File: src/design/pmv_pkg.sv
// ============================================================================
// pmv_pkg: shared constants, sine table and lookup for the PM voice
// Holds the register map, reset values, fixed-point constants and the
// quarter-wave sine table with its full-cycle lookup function.
// ============================================================================
`default_nettype none

package pmv_pkg;

    // Structural defaults and fixed formats
    localparam int MAX_OSCILLATORS  = 8;
    localparam int PHASE_BITS       = 32;
    localparam int SINE_TABLE_DEPTH = 1024;
    localparam int SAMPLE_BITS      = 16;

    localparam int IDX_BITS  = $clog2(SINE_TABLE_DEPTH);
    localparam int QTR       = SINE_TABLE_DEPTH / 4;
    localparam int QTR_BITS  = IDX_BITS - 2;
    localparam int SINE_BITS = 16;
    localparam int INDEX_BITS = 24;
    localparam int STEP_BITS  = 17;
    localparam int GAIN_BITS  = 16;
    localparam int COUNT_BITS = 3;

    // Radians Q20 times 1/(2 pi) Q32 gives a phase at bit 52
    localparam int RAD_PHASE_TOP = 51;
    localparam int RAD_PHASE_LOW = 52 - PHASE_BITS;
    localparam int RAD_FRAC_BITS = 15;
    localparam int OUT_SHIFT     = 31 - SAMPLE_BITS;

    localparam logic signed [30:0] INV_TWO_PI = 31'sd683565276;
    localparam logic [63:0]        HALF_PI_Q30 = 64'd1686629713;

    localparam logic signed [INDEX_BITS-1:0] INDEX_MAX = 24'sh7FFFFF;
    localparam logic signed [INDEX_BITS-1:0] INDEX_MIN = 24'sh800000;

    // Configuration port
    localparam int CFG_IDX_BITS  = 3;
    localparam int CFG_DATA_BITS = 32;

    localparam logic [CFG_IDX_BITS-1:0] REG_BASE_STEP     = 3'd0;
    localparam logic [CFG_IDX_BITS-1:0] REG_OFFSET_STEP   = 3'd1;
    localparam logic [CFG_IDX_BITS-1:0] REG_NUM_MODS      = 3'd2;
    localparam logic [CFG_IDX_BITS-1:0] REG_SINE_OF_INDEX = 3'd3;
    localparam logic [CFG_IDX_BITS-1:0] REG_START_INDEX   = 3'd4;
    localparam logic [CFG_IDX_BITS-1:0] REG_OUT_GAIN      = 3'd5;

    // Register reset values
    localparam logic [31:0]                  RST_BASE_STEP     = 32'd4473924;
    localparam logic [31:0]                  RST_OFFSET_STEP   = 32'd178957;
    localparam logic [COUNT_BITS-1:0]        RST_NUM_MODS      = 3'd3;
    localparam logic                         RST_SINE_OF_INDEX = 1'b0;
    localparam logic signed [INDEX_BITS-1:0] RST_START_INDEX   = 24'sd734003;
    localparam logic [GAIN_BITS-1:0]         RST_OUT_GAIN      = 16'd16384;

    typedef logic [QTR-1:0][14:0] t_qtab;

    // sin(m/QTR * pi/2) in Q1.15 by a Q30 Taylor series, rounded half up
    function automatic logic [14:0] quarter_sine(input int mq);
        logic [63:0] t;
        logic [63:0] t2;
        logic [63:0] term;
        logic [63:0] acc;
        logic [63:0] r;
        t    = (64'(mq) * 64'd4 * HALF_PI_Q30) / 64'(SINE_TABLE_DEPTH);
        t2   = (t * t) >> 30;
        term = t;
        acc  = t;
        term = ((term * t2) >> 30) / 64'd6;
        acc  = acc - term;
        term = ((term * t2) >> 30) / 64'd20;
        acc  = acc + term;
        term = ((term * t2) >> 30) / 64'd42;
        acc  = acc - term;
        term = ((term * t2) >> 30) / 64'd72;
        acc  = acc + term;
        term = ((term * t2) >> 30) / 64'd110;
        acc  = acc - term;
        r    = (acc + 64'd16384) >> 15;
        if (r > 64'd32767) begin
            r = 64'd32767;
        end
        return r[14:0];
    endfunction

    function automatic t_qtab build_qtab();
        t_qtab tab;
        for (int i = 0; i < QTR; i++) begin
            tab[i] = quarter_sine(i);
        end
        return tab;
    endfunction

    localparam t_qtab QSINE = build_qtab();

    // Full-cycle sine from the quarter table, Q1.15
    function automatic logic signed [SINE_BITS-1:0] sine_lookup(
        input logic [IDX_BITS-1:0] idx
    );
        logic [QTR_BITS-1:0]  m;
        logic [SINE_BITS-1:0] mag;
        m = idx[QTR_BITS-1:0];
        if (idx[QTR_BITS]) begin
            if (m == '0) begin
                mag = 16'd32767;
            end else begin
                mag = {1'b0, QSINE[QTR_BITS'(~m + 1'b1)]};
            end
        end else begin
            mag = {1'b0, QSINE[m]};
        end
        if (idx[IDX_BITS-1]) begin
            return -$signed(mag);
        end
        return $signed(mag);
    endfunction

endpackage

`default_nettype wire

File: src/design/pmv_mix.sv
// ============================================================================
// pmv_mix: modulation, carrier sine, gain and output register
// Scales the modulator sum by the index (or its sine), turns the result into
// a phase offset, reads the carrier sine, applies the gain, rounds and
// saturates, and holds the result item until the sink takes it.
// ============================================================================
`default_nettype none

module pmv_mix #(
    parameter int SUM_BITS = 19
) (
    input  wire logic                                  i_clk,
    input  wire logic                                  i_rst_n,
    input  wire logic                                  i_start,
    input  wire logic signed [SUM_BITS-1:0]            i_sum,
    input  wire logic [pmv_pkg::PHASE_BITS-1:0]        i_carrier,
    input  wire logic signed [pmv_pkg::INDEX_BITS-1:0] i_mod_index,
    input  wire logic                                  i_sine_of_index,
    input  wire logic [pmv_pkg::GAIN_BITS-1:0]         i_out_gain,
    input  wire logic                                  i_tready,
    output logic                                       o_tvalid,
    output logic [pmv_pkg::SAMPLE_BITS-1:0]            o_tdata,
    output logic                                       o_done
);

    localparam int IDX_PROD_BITS = pmv_pkg::INDEX_BITS + 31;
    localparam int RAD_PROD_BITS = SUM_BITS + pmv_pkg::INDEX_BITS;
    localparam int RAD_BITS      = RAD_PROD_BITS - pmv_pkg::RAD_FRAC_BITS;
    localparam int MP_PROD_BITS  = RAD_BITS + 31;
    localparam int Y_BITS        = pmv_pkg::SINE_BITS + pmv_pkg::GAIN_BITS + 1;
    localparam int YR_BITS       = Y_BITS - pmv_pkg::OUT_SHIFT;
    localparam int SB            = pmv_pkg::SAMPLE_BITS;

    localparam logic signed [YR_BITS-1:0] SAT_MAX = YR_BITS'((1 << (SB - 1)) - 1);
    localparam logic signed [YR_BITS-1:0] SAT_MIN = -YR_BITS'(1 << (SB - 1));
    localparam logic signed [Y_BITS-1:0]  ROUND_HALF = Y_BITS'(1 << (pmv_pkg::OUT_SHIFT - 1));

    logic signed [IDX_PROD_BITS-1:0]           w_idx_prod;
    logic [pmv_pkg::IDX_BITS-1:0]              r_idx;
    logic signed [pmv_pkg::SINE_BITS-1:0]      w_idx_sine;
    logic signed [pmv_pkg::INDEX_BITS-1:0]     r_scale;
    logic signed [RAD_PROD_BITS-1:0]           r_rad_prod;
    logic signed [RAD_BITS-1:0]                w_rad;
    logic signed [MP_PROD_BITS-1:0]            w_mp_prod;
    logic [pmv_pkg::PHASE_BITS-1:0]            r_mod_phase;
    logic [pmv_pkg::PHASE_BITS-1:0]            w_total;
    logic signed [pmv_pkg::SINE_BITS-1:0]      w_out_sine;
    logic signed [Y_BITS-1:0]                  r_y;
    logic signed [Y_BITS-1:0]                  w_y_round;
    logic signed [YR_BITS-1:0]                 w_yr;
    logic [SB-1:0]                             w_sat;
    logic                                      r_v1;
    logic                                      r_v2;
    logic                                      r_pend;
    logic                                      r_tvalid;
    logic [SB-1:0]                             r_tdata;
    logic                                      w_load;

    // Track the scale from the current index every cycle
    assign w_idx_prod = i_mod_index * pmv_pkg::INV_TWO_PI;
    assign w_idx_sine = pmv_pkg::sine_lookup(r_idx);

    always_ff @(posedge i_clk) begin
        r_idx <= w_idx_prod[pmv_pkg::RAD_PHASE_TOP -: pmv_pkg::IDX_BITS];
        if (i_sine_of_index) begin
            r_scale <= {{3{w_idx_sine[pmv_pkg::SINE_BITS-1]}}, w_idx_sine, 5'b00000};
        end else begin
            r_scale <= i_mod_index;
        end
    end

    // Modulation in radians, then as a phase offset
    assign w_rad     = r_rad_prod[RAD_PROD_BITS-1:pmv_pkg::RAD_FRAC_BITS];
    assign w_mp_prod = w_rad * pmv_pkg::INV_TWO_PI;

    // Carrier sine and gain
    assign w_total    = i_carrier + r_mod_phase;
    assign w_out_sine = pmv_pkg::sine_lookup(
                            w_total[pmv_pkg::PHASE_BITS-1 -: pmv_pkg::IDX_BITS]);

    always_ff @(posedge i_clk) begin
        if (i_start) begin
            r_rad_prod <= i_sum * r_scale;
        end
        if (r_v1) begin
            r_mod_phase <= w_mp_prod[pmv_pkg::RAD_PHASE_TOP:pmv_pkg::RAD_PHASE_LOW];
        end
        if (r_v2) begin
            r_y <= w_out_sine * $signed({1'b0, i_out_gain});
        end
    end

    // Round half up and saturate to the sample width
    assign w_y_round = r_y + ROUND_HALF;
    assign w_yr      = w_y_round[Y_BITS-1:pmv_pkg::OUT_SHIFT];

    always_comb begin
        if (w_yr > SAT_MAX) begin
            w_sat = SAT_MAX[SB-1:0];
        end else if (w_yr < SAT_MIN) begin
            w_sat = SAT_MIN[SB-1:0];
        end else begin
            w_sat = w_yr[SB-1:0];
        end
    end

    assign w_load = r_pend && (!r_tvalid || i_tready);

    // Stage flags and output register
    always_ff @(posedge i_clk) begin
        if (!i_rst_n) begin
            r_v1     <= 1'b0;
            r_v2     <= 1'b0;
            r_pend   <= 1'b0;
            r_tvalid <= 1'b0;
        end else begin
            r_v1 <= i_start;
            r_v2 <= r_v1;
            if (r_v2) begin
                r_pend <= 1'b1;
            end else if (w_load) begin
                r_pend <= 1'b0;
            end
            if (w_load) begin
                r_tvalid <= 1'b1;
            end else if (i_tready) begin
                r_tvalid <= 1'b0;
            end
        end
    end

    always_ff @(posedge i_clk) begin
        if (w_load) begin
            r_tdata <= w_sat;
        end
    end

    assign o_tvalid = r_tvalid;
    assign o_tdata  = r_tdata;
    assign o_done   = w_load;

endmodule

`default_nettype wire

File: config.mk
export PLATFORM = sky130hd
export DESIGN_NAME = pmv_mix
export DESIGN_NICKNAME = d
export VERILOG_FILES = /design/src/design/pmv_pkg.sv /design/src/design/pmv_mix.sv
export SDC_FILE = /design/constraint.sdc
export NUM_CORES = 2
export LEC_CHECK = 0
export ABC_AREA = 0
export ABC_CLOCK_PERIOD_IN_PS = 41700
export BUFFER_PORTS_ARGS = -buffer_cell sky130_fd_sc_hd__buf_2
export CORE_AREA = 2 2 455 321
export DETAILED_ROUTE_END_ITERATION = 8
export DIE_AREA = 0 0 457 323
export PLACE_DENSITY = 0.65
export SLEW_MARGIN = 15
export SYNTH_ARGS = -nofsm -noshare
export SYNTH_HDL_FRONTEND = slang
export SYNTH_SLANG_ARGS = --single-unit
File: constraint.sdc
create_clock -name i_clk -period 41.7 [get_ports i_clk]
set_input_delay 4.17 -clock i_clk [delete_from_list [all_inputs] [get_ports i_clk]]
set_output_delay 4.17 -clock i_clk [all_outputs]
set_load 0.02 [all_outputs]
==> results.py <==
metrics = {
    "sta": {
        "worst_pin_slew_ps": 1270,
        "max_freq_mhz": 53.5,
        "hold_violations": 0,
        "period_minus_slack_ps": 18680,
        "setup_viol": 0,
        "finalCritPeriodShare_pct": 44.8,
        "slew_viol_final": 0,
        "max_slew_margin_pct": 14.3,
        "tns_ps": 0,
        "fin_skew_ps": 31.0,
        "rsz0062_at_grt": "no",
    },
    "flow_run": {
        "drv_cap": 0,
    },
    "finish": {
        "nets": 10500,
        "synthToLayoutAreaGrowth_pct": 3.84,
        "drive_gt1_share_pct": 5.30,
        "fill_cells": 13800,
    },
    "cts": {
        "cts-root-buf": "clkbuf_16",
        "numCtsBuffers": 17,
        "cts_resized": 0,
        "h-tree-depth": 4,
        "clock-sinks": 148,
        "postCtsSetupBuffers": 0,
        "tritoncts": "yes",
        "cts.clk_slew.worst_paths_ps": 70,
        "holdBufCountCts": 0,
        "clock_path_buffers": 2,
        "clk-insertion-delay-late_ps": 540,
    },
    "floorplanning": {
        "die_h_um": 323,
        "die_width_um": 457,
        "ios": 114,
        "core_area_mm2": 0.144,
        "die-area_mm2": 0.148,
        "start_util_pct": 49.5,
        "num_rows": 117,
    },
    "detailed_routing": {
        "drtIter0Drc": 7853,
        "drtAntennaViolNets": 0,
        "finalWirelength_um": 269000,
        "num_vias": 63600,
        "viasPerCell": 6.27,
        "wl_per_cell_um": 26.5,
        "drc": 0,
        "first_pass_iters": 9,
    },
    "yosys": {
        "yosysWarnings": 0,
        "synth.top_cell.area_share_pct": 32.3,
        "synth_top_area_cell": "fa_1",
        "ys_top_cells_by_count": "inv_1, fa_1, ha_1",
        "seq_area_frac_synth_pct": 5.49,
        "synth_most_common_cell": "inv_1",
        "yosys-top-cells-area": "fa_1, ha_1, inv_1",
        "syn_avg_cell_area_um2": 8.42,
        "ys_types": 112,
        "async_flop_share_pct": 0,
        "syn_area_mm2": 0.0713,
        "synthCells": 8467,
        "ys_ff_latch": 148,
        "synth_edf_count": 95,
        "syn_nets": 10700,
        "synth-main-ff-cell": "edfxtp_1",
    },
    "worst_setup_path": {
        "cpMaxStageDelayCell": "nor4_1",
        "cp.required_ps": 41970,
        "path_max_fanout": 50,
        "crit_top_cell": "inv_1",
        "crit_type": "in2reg",
        "critPathLaunchType": "primary input",
        "slowest_delay_ps": 960,
        "crit_arrival_ps": 18950,
        "end_kind": "flop",
    },
    "place": {
        "place_hpwl_um": 207000,
        "place_congestion": 1.02,
        "port_buffers": 113,
    },
    "global_route": {
        "grt_pass1_wl_um": 408000,
        "grt_pass1_vias": 63300,
        "grt_overflow_total": 0,
        "grt_max_degree": 125,
        "antenna_found_initial": 10,
        "grt_usage_pct": 36.4,
    },
    "min_path": {
        "min_path_type": "reg2reg",
    },
    "outcome": {
        "status": "finished clean",
    },
}
==> metal layers <==
metal | vias to the layer above | routed length (µm) | track usage (%)
met5 | - | 100 | 0
met4 | 14 | 10800 | 12.9
met3 | 586 | 33800 | 10.8
met2 | 3947 | 106000 | 50.1
met1 | 31400 | 118000 | 53.6
li1 | 27700 | - | -
==> kinds of logic (layout without fill, tap and decap cells) <==
group / after synthesis / count (layout) / share of synthesized area (%)
DFF: 148 / 148 / 5.49
other: 0 / 4 / 0
adders and majority gates: 2124 / 2124 / 49.4
xor gates and xnor gates: 184 / 184 / 2.33
and+or+nand+nor: 2091 / 2091 / 13.8
AOI/OAI and AO/OA: 1794 / 1794 / 17.0
muxes: 32 / 32 / 0.625
buffers and inverters: 2094 / 1873 / 11.4
==> critical path, delay by kind of cell <==
kind | cells | cell delay (ps)
AOI/OAI and AO/OA | 12 | 2650
xor gates and xnor gates | 3 | 950
adders and majority gates | 10 | 4890
buffers and inverters | 13 | 2720
and+or+nand+nor | 9 | 3410
==> cells in the final DEF, fill, tap and decap left out, types with 72 or more instances in the layout <==
cell type and n:
ha_1 969, a31oi_1 95, nor2_1 378, fa_1 1152, buf_2 113, o211ai_1 115
and2_1 254, nand3_1 149, nor3_1 179, a211oi_1 129, a21oi_1 394, xnor2_1 105
edfxtp_1 95, a21o_1 72, nor2b_1 73, nand2_1 799, buf_4 147, inv_1 1563
o21ai_0 371
==> path summary, 6_finish.rpt <==
| check | start | end | slack, ps | cells after the start |
|---|---|---|---|---|
| setup / recovery | i_carrier[22] | r_y[32]$_DFFE_PP_ | 23020 | 47 |
| hold / removal | r_pend$_SDFFE_PN0P_ | o_tvalid$_SDFFE_PN0P_ | 510 | 1 |
| setup reg to reg | r_mod_phase[22]$_DFFE_PP_ | r_y[32]$_DFFE_PP_ | 26350 | 46 |
| hold reg to reg | r_pend$_SDFFE_PN0P_ | o_tvalid$_SDFFE_PN0P_ | 510 | 1 |
==> metrics by stage <==
| stage | instances | hold WS, ps | area (µm²) | util, % | setup WS (ps) |
|---|---|---|---|---|---|
| floorplan | 8467 | 455 | 71300 | - | 25120 |
| global placement | 10100 | 468 | 73500 | 51.0 | 23110 |
| detailed placement | 10100 | 504 | 73500 | 51.0 | 23040 |
| CTS | 10200 | 518 | 74000 | 51.4 | 23550 |
| global route | 10200 | 539 | 74000 | 51.4 | 22440 |
| finish | 10200 | 511 | 74100 | 51.4 | 23020 |
==> cell type report <==
class / instances / area (µm²) / area share [%]
clock inverters: 10 / 78.8 / 0.106
flip-flops and latches: 148 / 3920 / 5.29
repair buffers: 262 / 1710 / 2.31
inverters: 1581 / 5930 / 8.01
clock buffers: 20 / 489 / 0.661
multi-input cells: 6225 / 59500 / 80.4
well taps: 1904 / 2380 / 3.22
diodes: 4 / 10.0 / 0.0135
Power is not shown: default switching activity piles up to over one toggle a cycle in this logic, so the estimate is an artifact.
